<file path="config.mk">
export PLATFORM = sky130hd
export DESIGN_NAME = min_heap_log_repair
export DESIGN_NICKNAME = d
export VERILOG_FILES = /design/src/mhlr_pkg.sv /design/src/mhlr_ram.sv /design/src/mhlr_dp.sv /design/src/mhlr_ctrl.sv /design/src/min_heap_log_repair.sv
export SDC_FILE = /design/constraint.sdc
export NUM_CORES = 2
export LEC_CHECK = 0
export CAP_MARGIN = 30
export CORE_ASPECT_RATIO = 0.5
export CORE_MARGIN = 5
export CORE_UTILIZATION = 57
export CTS_CLUSTER_SIZE = 25
export DETAILED_ROUTE_END_ITERATION = 6
export DONT_BUFFER_PORTS = 1
export GPL_ROUTABILITY_DRIVEN = 0
export PLACE_DENSITY = 0.77
export SLEW_MARGIN = 10
export SYNTH_ARGS = -nofsm -noshare
export SYNTH_HDL_FRONTEND = slang
export SYNTH_SLANG_ARGS = --single-unit
</file>
<file path="constraint.sdc">
create_clock -name clk -period 4.1 [get_ports clk]
set_input_delay 0.41 -clock clk [delete_from_list [all_inputs] [get_ports clk]]
set_output_delay 0.41 -clock clk [all_outputs]
set_load 0.02 [all_outputs]
</file>
<file path="src/mhlr_pkg.sv">
// ----------------------------------------------------------------------------
// mhlr_pkg
// Shared types and constants of the min-heap operation log repair block.
// ----------------------------------------------------------------------------
package mhlr_pkg;

  localparam int CAPACITY_DEF = 32;
  localparam int VAL_W        = 32;
  localparam int OP_W         = 2;

  typedef enum logic [OP_W-1:0] {
    OP_INSERT = 2'd0,
    OP_REMOVE = 2'd1,
    OP_GET    = 2'd2
  } op_t;

  typedef enum logic [4:0] {
    ST_IDLE,
    ST_DISPATCH,
    ST_INS_CHECK,
    ST_INS_EMIT,
    ST_PUSH_START,
    ST_PUSH_RD,
    ST_PUSH_CMP,
    ST_PUSH_END,
    ST_POP_START,
    ST_POP_LAST,
    ST_POP_RL,
    ST_POP_RR,
    ST_POP_CMP,
    ST_POP_END,
    ST_GET_RD,
    ST_GET_CMP,
    ST_GET_EMIT,
    ST_REM_EMIT
  } state_t;

  typedef enum logic [3:0] {
    DP_NOP,
    DP_LOAD,
    DP_SET_ERR,
    DP_PUSH_START,
    DP_PUSH_MOVE,
    DP_PUSH_END,
    DP_POP_START,
    DP_POP_LAST,
    DP_LOAD_LVAL,
    DP_SINK_RD_L,
    DP_SINK_LV_L,
    DP_SINK_RD_R,
    DP_POP_END
  } dp_op_t;

  typedef enum logic [2:0] {
    RD_ROOT,
    RD_LAST,
    RD_LEFT,
    RD_RIGHT,
    RD_PARENT
  } rd_sel_t;

  typedef struct packed {
    dp_op_t  op;
    rd_sel_t rd_sel;
    logic    emit;
    op_t     emit_op;
    logic    emit_one;
    logic    emit_last;
  } ctrl_cmd_t;

  typedef struct packed {
    logic cmd_ins;
    logic cmd_rem;
    logic cnt_zero;
    logic cnt_full;
    logic idx_zero;
    logic l_in;
    logic r_in;
    logic rd_lt_val;
    logic rd_eq_val;
    logic rd_lt_mov;
    logic rd_lt_lval;
    logic lval_lt_mov;
  } dp_stat_t;

endpackage

</file>
<file path="src/mhlr_ram.sv">
// ----------------------------------------------------------------------------
// mhlr_ram
// Generic single-write, single-read RAM with registered read data.
// ----------------------------------------------------------------------------
module mhlr_ram #(
  parameter int WIDTH = 32,
  parameter int DEPTH = 32
) (
  input  logic                     clk,
  input  logic                     we,
  input  logic [$clog2(DEPTH)-1:0] waddr,
  input  logic [WIDTH-1:0]         wdata,
  input  logic [$clog2(DEPTH)-1:0] raddr,
  output logic [WIDTH-1:0]         rdata
);

  logic [WIDTH-1:0] mem [DEPTH];

  always_ff @(posedge clk) begin
    if (we) begin
      mem[waddr] <= wdata;
    end
    rdata <= mem[raddr];
  end

endmodule

</file>
<file path="src/mhlr_dp.sv">
// ----------------------------------------------------------------------------
// mhlr_dp
// Datapath: heap store, element count, hole index, moving element and the
// registered result ports.
// ----------------------------------------------------------------------------
module mhlr_dp #(
  parameter int CAPACITY = mhlr_pkg::CAPACITY_DEF
) (
  input  logic                               clk,
  input  logic                               rst,
  input  mhlr_pkg::ctrl_cmd_t                cmd,
  output mhlr_pkg::dp_stat_t                 stat,
  input  logic [mhlr_pkg::OP_W-1:0]          command,
  input  logic signed [mhlr_pkg::VAL_W-1:0]  value,
  output logic                               valid,
  output logic [mhlr_pkg::OP_W-1:0]          op,
  output logic signed [mhlr_pkg::VAL_W-1:0]  op_value,
  output logic                               last,
  output logic                               full_error
);
  import mhlr_pkg::*;

  localparam int IW = $clog2(CAPACITY);
  localparam int CW = $clog2(CAPACITY + 1);
  localparam int XW = IW + 2;

  logic [OP_W-1:0]         cmd_r;
  logic signed [VAL_W-1:0] val;
  logic signed [VAL_W-1:0] mov;
  logic signed [VAL_W-1:0] lval;
  logic [CW-1:0]           cnt;
  logic [IW-1:0]           idx;
  logic                    err_r;
  logic                    valid_r;
  op_t                     op_r;
  logic signed [VAL_W-1:0] op_value_r;
  logic                    last_r;
  logic                    full_r;

  logic [XW-1:0]           l_x;
  logic [XW-1:0]           r_x;
  logic [XW-1:0]           cnt_x;
  logic [IW-1:0]           parent;
  logic [IW-1:0]           last_a;
  logic [IW-1:0]           raddr;
  logic signed [VAL_W-1:0] rdata;
  logic                    we;
  logic signed [VAL_W-1:0] wdata;
  logic signed [VAL_W-1:0] emit_val;

  assign l_x    = XW'({idx, 1'b1});
  assign r_x    = l_x + XW'(1);
  assign cnt_x  = XW'(cnt);
  assign parent = IW'((idx - IW'(1)) >> 1);
  assign last_a = IW'(cnt - CW'(1));

  always_comb begin
    unique case (cmd.rd_sel)
      RD_LAST:   raddr = last_a;
      RD_LEFT:   raddr = l_x[IW-1:0];
      RD_RIGHT:  raddr = r_x[IW-1:0];
      RD_PARENT: raddr = parent;
      default:   raddr = '0;
    endcase
  end

  always_comb begin
    we    = 1'b0;
    wdata = rdata;
    unique case (cmd.op)
      DP_PUSH_MOVE, DP_SINK_RD_L, DP_SINK_RD_R: we = 1'b1;
      DP_SINK_LV_L: begin
        we    = 1'b1;
        wdata = lval;
      end
      DP_PUSH_END: begin
        we    = 1'b1;
        wdata = val;
      end
      DP_POP_END: begin
        we    = 1'b1;
        wdata = mov;
      end
      default: ;
    endcase
  end

  mhlr_ram #(
    .WIDTH(VAL_W),
    .DEPTH(CAPACITY)
  ) u_store (
    .clk  (clk),
    .we   (we),
    .waddr(idx),
    .wdata(wdata),
    .raddr(raddr),
    .rdata(rdata)
  );

  always_comb begin
    stat.cmd_ins     = (cmd_r == OP_INSERT);
    stat.cmd_rem     = (cmd_r == OP_REMOVE);
    stat.cnt_zero    = (cnt == '0);
    stat.cnt_full    = (cnt == CW'(CAPACITY));
    stat.idx_zero    = (idx == '0);
    stat.l_in        = (l_x < cnt_x);
    stat.r_in        = (r_x < cnt_x);
    stat.rd_lt_val   = (rdata < val);
    stat.rd_eq_val   = (rdata == val);
    stat.rd_lt_mov   = (rdata < mov);
    stat.rd_lt_lval  = (rdata < lval);
    stat.lval_lt_mov = (lval < mov);
  end

  always_comb begin
    unique case (cmd.emit_op)
      OP_INSERT: emit_val = cmd.emit_one ? VAL_W'(1) : val;
      OP_GET:    emit_val = val;
      default:   emit_val = '0;
    endcase
  end

  always_ff @(posedge clk) begin
    if (rst) begin
      cnt     <= '0;
      err_r   <= 1'b0;
      valid_r <= 1'b0;
    end else begin
      valid_r <= cmd.emit;
      unique case (cmd.op)
        DP_LOAD:       err_r <= 1'b0;
        DP_SET_ERR:    err_r <= stat.cnt_full;
        DP_PUSH_START: cnt   <= cnt + CW'(1);
        DP_POP_START:  cnt   <= cnt - CW'(1);
        default: ;
      endcase
    end
  end

  always_ff @(posedge clk) begin
    unique case (cmd.op)
      DP_LOAD: begin
        cmd_r <= command;
        val   <= value;
      end
      DP_PUSH_START: idx  <= cnt[IW-1:0];
      DP_PUSH_MOVE:  idx  <= parent;
      DP_POP_START:  idx  <= '0;
      DP_POP_LAST:   mov  <= rdata;
      DP_LOAD_LVAL:  lval <= rdata;
      DP_SINK_RD_L:  idx  <= l_x[IW-1:0];
      DP_SINK_LV_L:  idx  <= l_x[IW-1:0];
      DP_SINK_RD_R:  idx  <= r_x[IW-1:0];
      default: ;
    endcase
    if (cmd.emit) begin
      op_r       <= cmd.emit_op;
      op_value_r <= emit_val;
      last_r     <= cmd.emit_last;
      full_r     <= err_r;
    end
  end

  assign valid      = valid_r;
  assign op         = op_r;
  assign op_value   = op_value_r;
  assign last       = last_r;
  assign full_error = full_r;

endmodule

</file>
<file path="src/mhlr_ctrl.sv">
// ----------------------------------------------------------------------------
// mhlr_ctrl
// Controller: sequences insert, removeMin and getMin repair, heap sift-up
// and sift-down, and result emission.
// ----------------------------------------------------------------------------
module mhlr_ctrl (
  input  logic                clk,
  input  logic                rst,
  input  logic                start,
  output logic                busy,
  input  mhlr_pkg::dp_stat_t  stat,
  output mhlr_pkg::ctrl_cmd_t cmd
);
  import mhlr_pkg::*;

  state_t state;
  state_t state_next;
  logic   pick_right;

  always_ff @(posedge clk) begin
    if (rst) begin
      state <= ST_IDLE;
    end else begin
      state <= state_next;
    end
  end

  assign pick_right = stat.lval_lt_mov ? stat.rd_lt_lval : stat.rd_lt_mov;
  assign busy       = (state != ST_IDLE);

  always_comb begin
    state_next    = state;
    cmd.op        = DP_NOP;
    cmd.rd_sel    = RD_ROOT;
    cmd.emit      = 1'b0;
    cmd.emit_op   = OP_REMOVE;
    cmd.emit_one  = 1'b0;
    cmd.emit_last = 1'b0;
    unique case (state)
      ST_IDLE: begin
        if (start) begin
          cmd.op     = DP_LOAD;
          state_next = ST_DISPATCH;
        end
      end
      ST_DISPATCH: begin
        priority if (stat.cmd_ins) begin
          state_next = ST_INS_CHECK;
        end else if (stat.cmd_rem) begin
          if (stat.cnt_zero) begin
            cmd.emit     = 1'b1;
            cmd.emit_op  = OP_INSERT;
            cmd.emit_one = 1'b1;
            state_next   = ST_REM_EMIT;
          end else begin
            state_next = ST_POP_START;
          end
        end else begin
          state_next = ST_GET_RD;
        end
      end
      ST_INS_CHECK: begin
        cmd.op     = DP_SET_ERR;
        state_next = ST_INS_EMIT;
      end
      ST_INS_EMIT: begin
        cmd.emit      = 1'b1;
        cmd.emit_op   = OP_INSERT;
        cmd.emit_last = stat.cmd_ins;
        priority if (!stat.cnt_full) begin
          state_next = ST_PUSH_START;
        end else if (stat.cmd_ins) begin
          state_next = ST_IDLE;
        end else begin
          state_next = ST_GET_EMIT;
        end
      end
      ST_PUSH_START: begin
        cmd.op     = DP_PUSH_START;
        state_next = ST_PUSH_RD;
      end
      ST_PUSH_RD: begin
        if (stat.idx_zero) begin
          state_next = ST_PUSH_END;
        end else begin
          cmd.rd_sel = RD_PARENT;
          state_next = ST_PUSH_CMP;
        end
      end
      ST_PUSH_CMP: begin
        if (stat.rd_lt_val || stat.rd_eq_val) begin
          state_next = ST_PUSH_END;
        end else begin
          cmd.op     = DP_PUSH_MOVE;
          state_next = ST_PUSH_RD;
        end
      end
      ST_PUSH_END: begin
        cmd.op     = DP_PUSH_END;
        state_next = stat.cmd_ins ? ST_IDLE : ST_GET_EMIT;
      end
      ST_POP_START: begin
        cmd.op     = DP_POP_START;
        cmd.rd_sel = RD_LAST;
        state_next = ST_POP_LAST;
      end
      ST_POP_LAST: begin
        cmd.op     = DP_POP_LAST;
        state_next = ST_POP_RL;
      end
      ST_POP_RL: begin
        if (stat.l_in) begin
          cmd.rd_sel = RD_LEFT;
          state_next = ST_POP_RR;
        end else begin
          state_next = ST_POP_END;
        end
      end
      ST_POP_RR: begin
        priority if (stat.r_in) begin
          cmd.op     = DP_LOAD_LVAL;
          cmd.rd_sel = RD_RIGHT;
          state_next = ST_POP_CMP;
        end else if (stat.rd_lt_mov) begin
          cmd.op     = DP_SINK_RD_L;
          state_next = ST_POP_RL;
        end else begin
          state_next = ST_POP_END;
        end
      end
      ST_POP_CMP: begin
        priority if (pick_right) begin
          cmd.op     = DP_SINK_RD_R;
          state_next = ST_POP_RL;
        end else if (stat.lval_lt_mov) begin
          cmd.op     = DP_SINK_LV_L;
          state_next = ST_POP_RL;
        end else begin
          state_next = ST_POP_END;
        end
      end
      ST_POP_END: begin
        cmd.op     = DP_POP_END;
        state_next = stat.cmd_rem ? ST_REM_EMIT : ST_GET_RD;
      end
      ST_GET_RD: begin
        if (stat.cnt_zero) begin
          state_next = ST_INS_CHECK;
        end else begin
          state_next = ST_GET_CMP;
        end
      end
      ST_GET_CMP: begin
        priority if (stat.rd_lt_val) begin
          cmd.emit   = 1'b1;
          state_next = ST_POP_START;
        end else if (stat.rd_eq_val) begin
          cmd.emit      = 1'b1;
          cmd.emit_op   = OP_GET;
          cmd.emit_last = 1'b1;
          state_next    = ST_IDLE;
        end else begin
          state_next = ST_INS_CHECK;
        end
      end
      ST_GET_EMIT: begin
        cmd.emit      = 1'b1;
        cmd.emit_op   = OP_GET;
        cmd.emit_last = 1'b1;
        state_next    = ST_IDLE;
      end
      ST_REM_EMIT: begin
        cmd.emit      = 1'b1;
        cmd.emit_last = 1'b1;
        state_next    = ST_IDLE;
      end
      default: state_next = ST_IDLE;
    endcase
  end

endmodule

</file>
<file path="src/min_heap_log_repair.sv">
// ----------------------------------------------------------------------------
// min_heap_log_repair
// Repairs a stream of min-heap operations against a bounded min-heap and
// emits the corrected operation sequence for each item.
// ----------------------------------------------------------------------------
//  channel  | handshake                | payload
//  ---------+--------------------------+--------------------------------------
//  input    | start, busy              | command, value
//  result   | valid (one-cycle strobe) | op, op_value, last, full_error
//
//  The time an item takes depends on its data: each level of sift-up and
//  sift-down is paced by the single read port of the heap store. A getMin
//  repeats the pop for every smaller element. Reset clears the controller
//  state, the element count, the error flag and the valid strobe; the store
//  needs no clearing. Results cannot be stalled.
// ----------------------------------------------------------------------------
module min_heap_log_repair #(
  parameter int CAPACITY = mhlr_pkg::CAPACITY_DEF
) (
  input  logic                               clk,
  input  logic                               rst,
  input  logic                               start,
  output logic                               busy,
  input  logic [mhlr_pkg::OP_W-1:0]          command,
  input  logic signed [mhlr_pkg::VAL_W-1:0]  value,
  output logic                               valid,
  output logic [mhlr_pkg::OP_W-1:0]          op,
  output logic signed [mhlr_pkg::VAL_W-1:0]  op_value,
  output logic                               last,
  output logic                               full_error
);
  import mhlr_pkg::*;

  ctrl_cmd_t cmd;
  dp_stat_t  stat;

  mhlr_ctrl u_ctrl (
    .clk  (clk),
    .rst  (rst),
    .start(start),
    .busy (busy),
    .stat (stat),
    .cmd  (cmd)
  );

  mhlr_dp #(
    .CAPACITY(CAPACITY)
  ) u_dp (
    .clk       (clk),
    .rst       (rst),
    .cmd       (cmd),
    .stat      (stat),
    .command   (command),
    .value     (value),
    .valid     (valid),
    .op        (op),
    .op_value  (op_value),
    .last      (last),
    .full_error(full_error)
  );

endmodule

</file>
# [Word-level counts from Yosys, hierarchy flattened]
# Memory sizes are Yosys's and may differ from the RTL's. A register that Yosys moved wholly into a read port is not among the register bits.
# Cells that the tools add are included.
[classes] add_sub_neg=4 eq_ne=38 reduce_logical=14 n_lt_le_gt_ge=6 n_mux=52
[op_table] op="$lt A32 B32 Y1" count=4
[op_table] op="$pmux W32 S3" count=1
[op_table] op="$pmux W5 S16" count=1
[op_table] op="$pmux W32 S2" count=1
[op_table] op="$eq A5 B4 Y1 const B" count=8
[op_table] op="$mux W5" count=8
[op_table] op="$pmux W4 S10" count=1
[op_table] op="$mux W4" count=9
[op_table] op="$eq A32 B32 Y1" count=1
[op_table] op="$mux W32" count=1
[op_table] op="$pmux W5 S5" count=1
[op_table] op="$mux W3" count=7
[op_table] op="$eq A4 B4 Y1 const B" count=5
[op_table] op="$eq A5 B3 Y1 const B" count=4
[op_table] op="$pmux W5 S4" count=1
[op_table] op="$eq A4 B3 Y1 const B" count=4
[op_table] op="$pmux W3 S4" count=1
[op_table] op="$pmux W6 S2" count=1
[op_table] op="$eq A5 B2 Y1 const B" count=2
[op_table] op="$eq A5 B5 Y1 const B" count=2
[op_table] op="$logic_not A5 Y1" count=2
[op_table] op="$mux W1" count=10
[op_table] op="$mux W2" count=5
[op_table] op="$reduce_bool A5 Y1" count=2
[op_table] op="26 further kinds" count=32
[totals] output_inout_bits=38 regBits=152 inputBits=37 mem_count=1 ram_bits=1024 wordCells=128
[memory_table] name="u_dp.u_store.mem" words=32 word_bits=32 rd=1 rd_ports_with_merged_regs=1 wr=1 line="mhlr_ram.sv:17" text="logic [WIDTH-1:0] mem [DEPTH];"

# [Longest topological paths before layout]
[logic_depth] depth_word=9 depth_mapped=16 ltp_nobuf=13

# [Cells and area by module]
# A second synthesis with hierarchy kept.
[unflattened] hier_cells=3289 area_unflattened_um2=50752.4
[by_module_without_submodules] module="mhlr_ram" cells_each=2260 instances=1 area_per_inst_um2=40487.6 seq_area_each_um2=31390.1
[by_module_without_submodules] module="mhlr_dp" cells_each=904 instances=1 area_per_inst_um2=9476.6 seq_area_each_um2=4334.2
[by_module_without_submodules] module="mhlr_ctrl" cells_each=125 instances=1 area_per_inst_um2=788.3 seq_area_each_um2=100.1

# [Least setup slack after synthesis]
# No wires, ideal clock.
[synth_timing] path_type="reg-to-reg" startpoint="reg u_dp.idx[2]" endpoint="reg u_dp.u_store.rdata[21], read port of u_dp.u_store.mem" setup_slack_ns=-0.405 path_buffers=3 path_stages_with_launch=16 t_arrival_ns=4.385 required_time_ns=3.979 synth_period_minus_slack_ns=4.505 setup_ns=0.121 path_cell_list="edfxtp_1 -> buf_2 -> nand3_1 -> or2_2 -> nand2_1 -> ha_1 -> a21o_1 -> a21oi_1 -> o31ai_4 -> nor3_2 -> a221oi_1 -> or3_1 -> buf_2 -> buf_2 -> o22ai_1 -> nor4_1"
[synth_between] elab_chain_len=6 word_cells_on_any_way=14 cone_classes="2 x add/sub; 2 x order compare; 4 x eq/ne; 5 x mux; 1 x reduce/logical"
[synth_lines] element="start, declared" line="mhlr_dp.sv:32" text="logic [IW-1:0] idx;"
[synth_lines] element="start signal, assigned" line="mhlr_dp.sv:146" text="DP_PUSH_START: idx <= cnt[IW-1:0];"
[synth_lines] element="start signal, assigned" line="mhlr_dp.sv:147" text="DP_PUSH_MOVE: idx <= parent;"
[synth_lines] element="start signal, assigned" line="mhlr_dp.sv:151" text="DP_SINK_RD_L: idx <= l_x[IW-1:0];"
[synth_lines] element="$add A6 B1 Y7" line="mhlr_dp.sv:52" text="assign r_x = l_x + XW'(1);"
[synth_lines] element="$lt A7 B6 Y1" line="mhlr_dp.sv:107" text="stat.r_in = (r_x < cnt_x);"
[synth_lines] element="$mux W2" line="mhlr_ctrl.sv:120" text="priority if (stat.r_in) begin"
[synth_lines] element="$pmux W3 S4" line="mhlr_ctrl.sv:39" text="unique case (state)"
[synth_lines] element="$eq A3 B3 Y1 (tied with other cells)" line="mhlr_dp.sv:58" text="unique case (cmd.rd_sel)"
[synth_lines] element="$pmux W5 S4 (*)" line="mhlr_dp.sv:58"
[synth_lines] element="end, declared" line="mhlr_ram.sv:14" text="output logic [WIDTH-1:0] rdata"
# Every way passes the cells marked *; elsewhere a longest branch is shown, timed or not.
# A chain may end at the register's enable or synchronous reset.

# [Worst setup path after layout]
[layout_timing] startpoint="reg u_dp.idx[0]" endpoint="mem u_dp.u_store.mem[20][29] (enable)"
[layout_between] elab_chain_len=9 word_cells_on_any_way=14 cone_classes="1 x add/sub; 1 x order compare; 6 x eq/ne; 5 x mux; 1 x reduce/logical"
[layout_lines] element="$add A6 B1 Y7" line="mhlr_dp.sv:52"
[layout_lines] element="$lt A7 B6 Y1" line="mhlr_dp.sv:107"
[layout_lines] element="$mux W4" line="mhlr_ctrl.sv:120"
[layout_lines] element="$pmux W4 S10" line="mhlr_ctrl.sv:39"
[layout_lines] element="$eq A4 B3 Y1 or $eq A4 B4 Y1 (tied branches)" line="mhlr_dp.sv:70" text="unique case (cmd.op)"
[layout_lines] element="$reduce_or A6 Y1 (no source line)"
[layout_lines] element="$mux W1" line="mhlr_dp.sv:70"
[layout_lines] element="$mux W1" line="mhlr_ram.sv:20" text="if (we) begin"
[layout_lines] element="$mux W1 (not written as such)" line="mhlr_ram.sv:21" text="mem[waddr] <= wdata;"
[layout_lines] element="end, declared" line="mhlr_ram.sv:17"
# Several ways; a longest one is shown, not always the timed one.

==> key figures <==
Synth
  • Yosys top cell area share: 71.1%
  • Synthesized Nets: 2838
  • Post-Syn Instances: 2659
  • Post-synth ARST share: 0%
  • Synth top cells by count: edfxtp_1, mux4_2, ha_1
  • Post-synthesis sequential area ratio: 72.9%
  • Post-synth EDFFs: 1163
  • Register bit total from synthesis: 1208
  • Post-synth cell types: 76
  • Post-Syn Area: 49100 um^2
  • Syn avg cell area: 18.5 um^2
  • Top-count cell post-synth: edfxtp_1
  • Synth top area cells: edfxtp_1, mux4_2, ha_1
  • Top FF cell, synth: edfxtp_1
  • Warnings, synthesis: 0
  • Synth area leader: edfxtp_1

Clocking
  • Max Root-Sink Buffers: 3
  • CTS tree: yes
  • H-tree levels: 3
  • Total CTS buffers: 102
  • CTS sink count: 1208
  • Clock slew at reported path FFs: 0.07 ns
  • CTS Root Cell: clkbuf_16
  • Clk_lat worst skew: 0.73 ns

Run
  • Number of max-cap violations: 0

Routing
  • # DRC: 5
  • DR vias: 29400
  • Initial DRT Pass Iterations: 7
  • Antenna Nets Post-Route: 0
  • Total routed wirelength: 145000 um
  • Met3 WL: 21000 um
  • WL met1: 49500 um
  • Wire per inst: 34.6 um
  • Top routing layer used: met5
  • Initial DRC count: 4964
  • Met2 routed WL: 67100 um
  • Vias per std cell: 7.04

Global routing
  • Global-route wire length before repair: 207000 um
  • GRT Overall Usage: 31.3%
  • Largest net degree at the start of global routing: 57
  • Vias in the first global route: 29300
  • GRT Residual Overflow: 0
  • Initial antenna violation count: 3

Final layout
  • Ant. Diodes: 0
  • FILL cells: 4994
  • Final Util: 67.4%
  • Synth-to-Final Area Change: 17.6%
  • Final Net Count: 3098
  • Share of post-route cells with drive strength above 1: 25.5%

Floorplanning
  • Chip width: 425 um
  • Die area: 92500 um^2
  • Initial core utilization: 57.3%
  • I/O pins: 75
  • # rows: 76
  • Core ar.: 85800 um^2
  • Die Y: 218 um

Worst setup path
  • Max FO, Critical Path: 7
  • Max incr delay on CP: 0.51 ns
  • CP Cell Sequence: ha_1 > nand3_1 > xnor2_1 > ha_1 > nand3_1 > a21oi_4 > nor2_1 > a2111oi_1 > o21ai_1 > nand4_1 > buf_4 > nand2_1 > buf_4 > nor2_4 > buf_4
  • Reg2Reg Launch Point: u_dp.idx[0]
  • Worst Reg-to-Reg Cells: 15
  • CP startpoint kind: register
  • Flop2flop setup slack: -0.03 ns
  • Crit-path leading delay family: compound AO/OA/AOI/OAI gates
  • Critical Path RT: 4.51 ns
  • Crit path DAT: 4.54 ns
  • CP bufs+invs: 3
  • FF-to-FF End: u_dp.u_store.mem[20][29]
  • Setup CP Type: reg -> reg
  • CP dominant cell by count: buf_4
  • Worst setup EP type: register
  • CP max-delay cell: edfxtp_1

Timing
  • Clk_skew: 0.0432 ns
  • Hold Vio Cnt, Final: 0
  • RSZ-0062 raised after global routing: true
  • F_max: 242 MHz
  • Final Slew Violations: 0
  • # setup viols final: 41
  • Crit path time final: 4.13 ns
  • Worst setup slack after layout: -0.0321 ns
  • Max transition margin: 35.8%
  • Final period util: 101%
  • Worst Tran Pin Value: 0.963 ns

Power
  • Maximum vdd ir drop: 0.400 mV
  • Leakage: 19.1 nW
  • Internal power: 26.9 mW
  • Switching pwr: 13.4 mW
  • Combinational Power Share: 32.1%
  • Switching Fraction: 33.2%
  • Clk pwr share: 26.1%
  • Pwr Density: 696 nW/um^2
  • Sequential power share: 41.7%

Placement
  • Detailed placement HPWL: 82200 um
  • Number of I/O port buffers: 0
  • Pre-CTS setup slack: 0.117 ns

Min path
  • Hold Crit Start: start
  • WHS Endpoint: u_ctrl.state[4]
  • Worst hold path class: in -> reg
  • Hold Path Stages: 2

Outcome
  • Outcome: finished, violations left
  • Failing checks: DRC, setup timing
-- kinds of logic (layout without fill, tap and decap cells) --
kind of cell	Yosys count	in the layout	share of synthesized area, %
flip-flops	1208	1208	72.9
adder cells (fa/ha/maj)	142	142	3.62
multiplexers	257	257	11.8
AND/OR/NAND/NOR	401	401	4.01
buffers and inverters	234	584	2.26
XOR/XNOR	12	12	0.214
AO/OA/AOI/OAI	405	405	5.25
-- through the flow --
step	total power, mW	instances	area (um^2)	TNS (ns)	hold WS (ns)
5_1_grt	41.6	4179	57800	-18.61	0.0730
2_1_floorplan	24.0	2659	49200	-345.27	0.408
3_5_place_dp	29.0	3939	53700	0	0.449
6_report	40.3	4179	57800	-0.602	0.0707
3_3_place_gp	28.7	3938	53700	0	0.430
4_1_cts	39.7	4169	57600	0	0.0132
-- how the worst max path moves through the flow --
| stage | startpoint | end | slack [ns] | depth (start not counted) |
|---|---|---|---|---|
| after floorplan | u_dp.idx[0] | u_dp.u_store.mem[15][0] | -0.35 | 11 |
| after global placement | u_dp.idx[1] | u_dp.u_store.rdata[4] | 0.17 | 14 |
| after detailed placement | u_dp.idx[1] | u_dp.u_store.rdata[22] | 0.12 | 15 |
| after CTS | u_dp.idx[1] | u_dp.u_store.mem[23][25] | 0.002 | 14 |
| after global routing | u_dp.idx[0] | u_dp.u_store.mem[23][29] | -0.11 | 15 |
| final | u_dp.idx[0] | u_dp.u_store.mem[20][29] | -0.03 | 15 |
-- per-layer routing --
metal,up-vias,global-route usage (%)
met1,14800,41.7
li1,11400,-
met5,-,0
met2,2704,48.9
met3,476,9.68
met4,4,12.9
-- timing repair --
action,CTS,global route
hold buffers,36,0
setup buffers,0,10
pin swaps,0,3
hold endpoints to repair,45,0
resized for setup,5,13
endpoints found under the setup margin,1019,1210
-- worst reg2reg max path, cell delays in order, from the launching register on --
cell	delay, ns
edfxtp_1	0.51
ha_1	0.34
nand3_1	0.13
xnor2_1	0.15
ha_1	0.31
nand3_1	0.14
a21oi_4	0.27
nor2_1	0.19
a2111oi_1	0.48
o21ai_1	0.17
nand4_1	0.14
buf_4	0.17
nand2_1	0.07
buf_4	0.22
nor2_4	0.24
buf_4	0.28
-- layout by cell type, fill, tap and decap left out, types with 6 or more instances in the layout --
master,Yosys,routed
nor3_1,49,48
a22oi_1,30,30
mux4_2,256,256
nor4_2,0,6
o22ai_1,130,128
nand3_1,20,20
nor2_1,141,107
edfxtp_1,1163,1163
clkinv_1,0,18
a211oi_1,9,9
bufinv_16,0,16
nand2_1,68,62
dfxtp_1,45,44
clkbuf_8,0,6
nor2b_1,8,7
inv_1,114,114
ha_1,142,142
o211ai_1,6,6
a21oi_1,96,95
o21a_1,6,6
clkbuf_16,0,104
clkinv_2,0,20
nand2b_1,12,12
xnor2_1,9,9
buf_4,41,109
clkbuf_1,28,17
dlygate4sd3_1,0,36
nor2_4,3,35
nor4_1,37,31
buf_12,0,127
a31oi_2,0,28
o21ai_0,43,42
a2111oi_0,8,6
nand4_1,31,31
-- final cells by class --
class | instances | area (um^2) | share of cell area (%)
Inverter | 116 | 435 | 0.753
Multi-Input combinational cell | 1217 | 12800 | 22.1
Timing Repair Buffer | 274 | 3760 | 6.50
Clock buffer | 127 | 2750 | 4.75
Tap cell | 1170 | 1460 | 2.53
Clock inverter | 67 | 807 | 1.40
Sequential cell | 1208 | 35800 | 62.0
-- registers in the layout (all words and copies together), names as in the netlist, 6 cells and up --
name	flops
u_dp.val	32
u_dp.op_value	32
u_dp.u_store.rdata	32
u_dp.mov	32
u_dp.cnt	6
u_dp.lval	32
u_dp.u_store.mem	1024
-- power groups by stage --
| stage | Sequential [mW] | Combinational [mW] | Clock (mW) |
|---|---|---|---|
| after floorplan | 16.8 | 7.16 | 0 |
| after global placement | 17.0 | 11.7 | 0 |
| after detailed placement | 17.0 | 12.0 | 0 |
| after CTS | 16.7 | 12.4 | 10.5 |
| after global routing | 16.8 | 13.6 | 11.1 |
| final | 16.8 | 12.9 | 10.5 |
(Power assumes the default switching activity.)
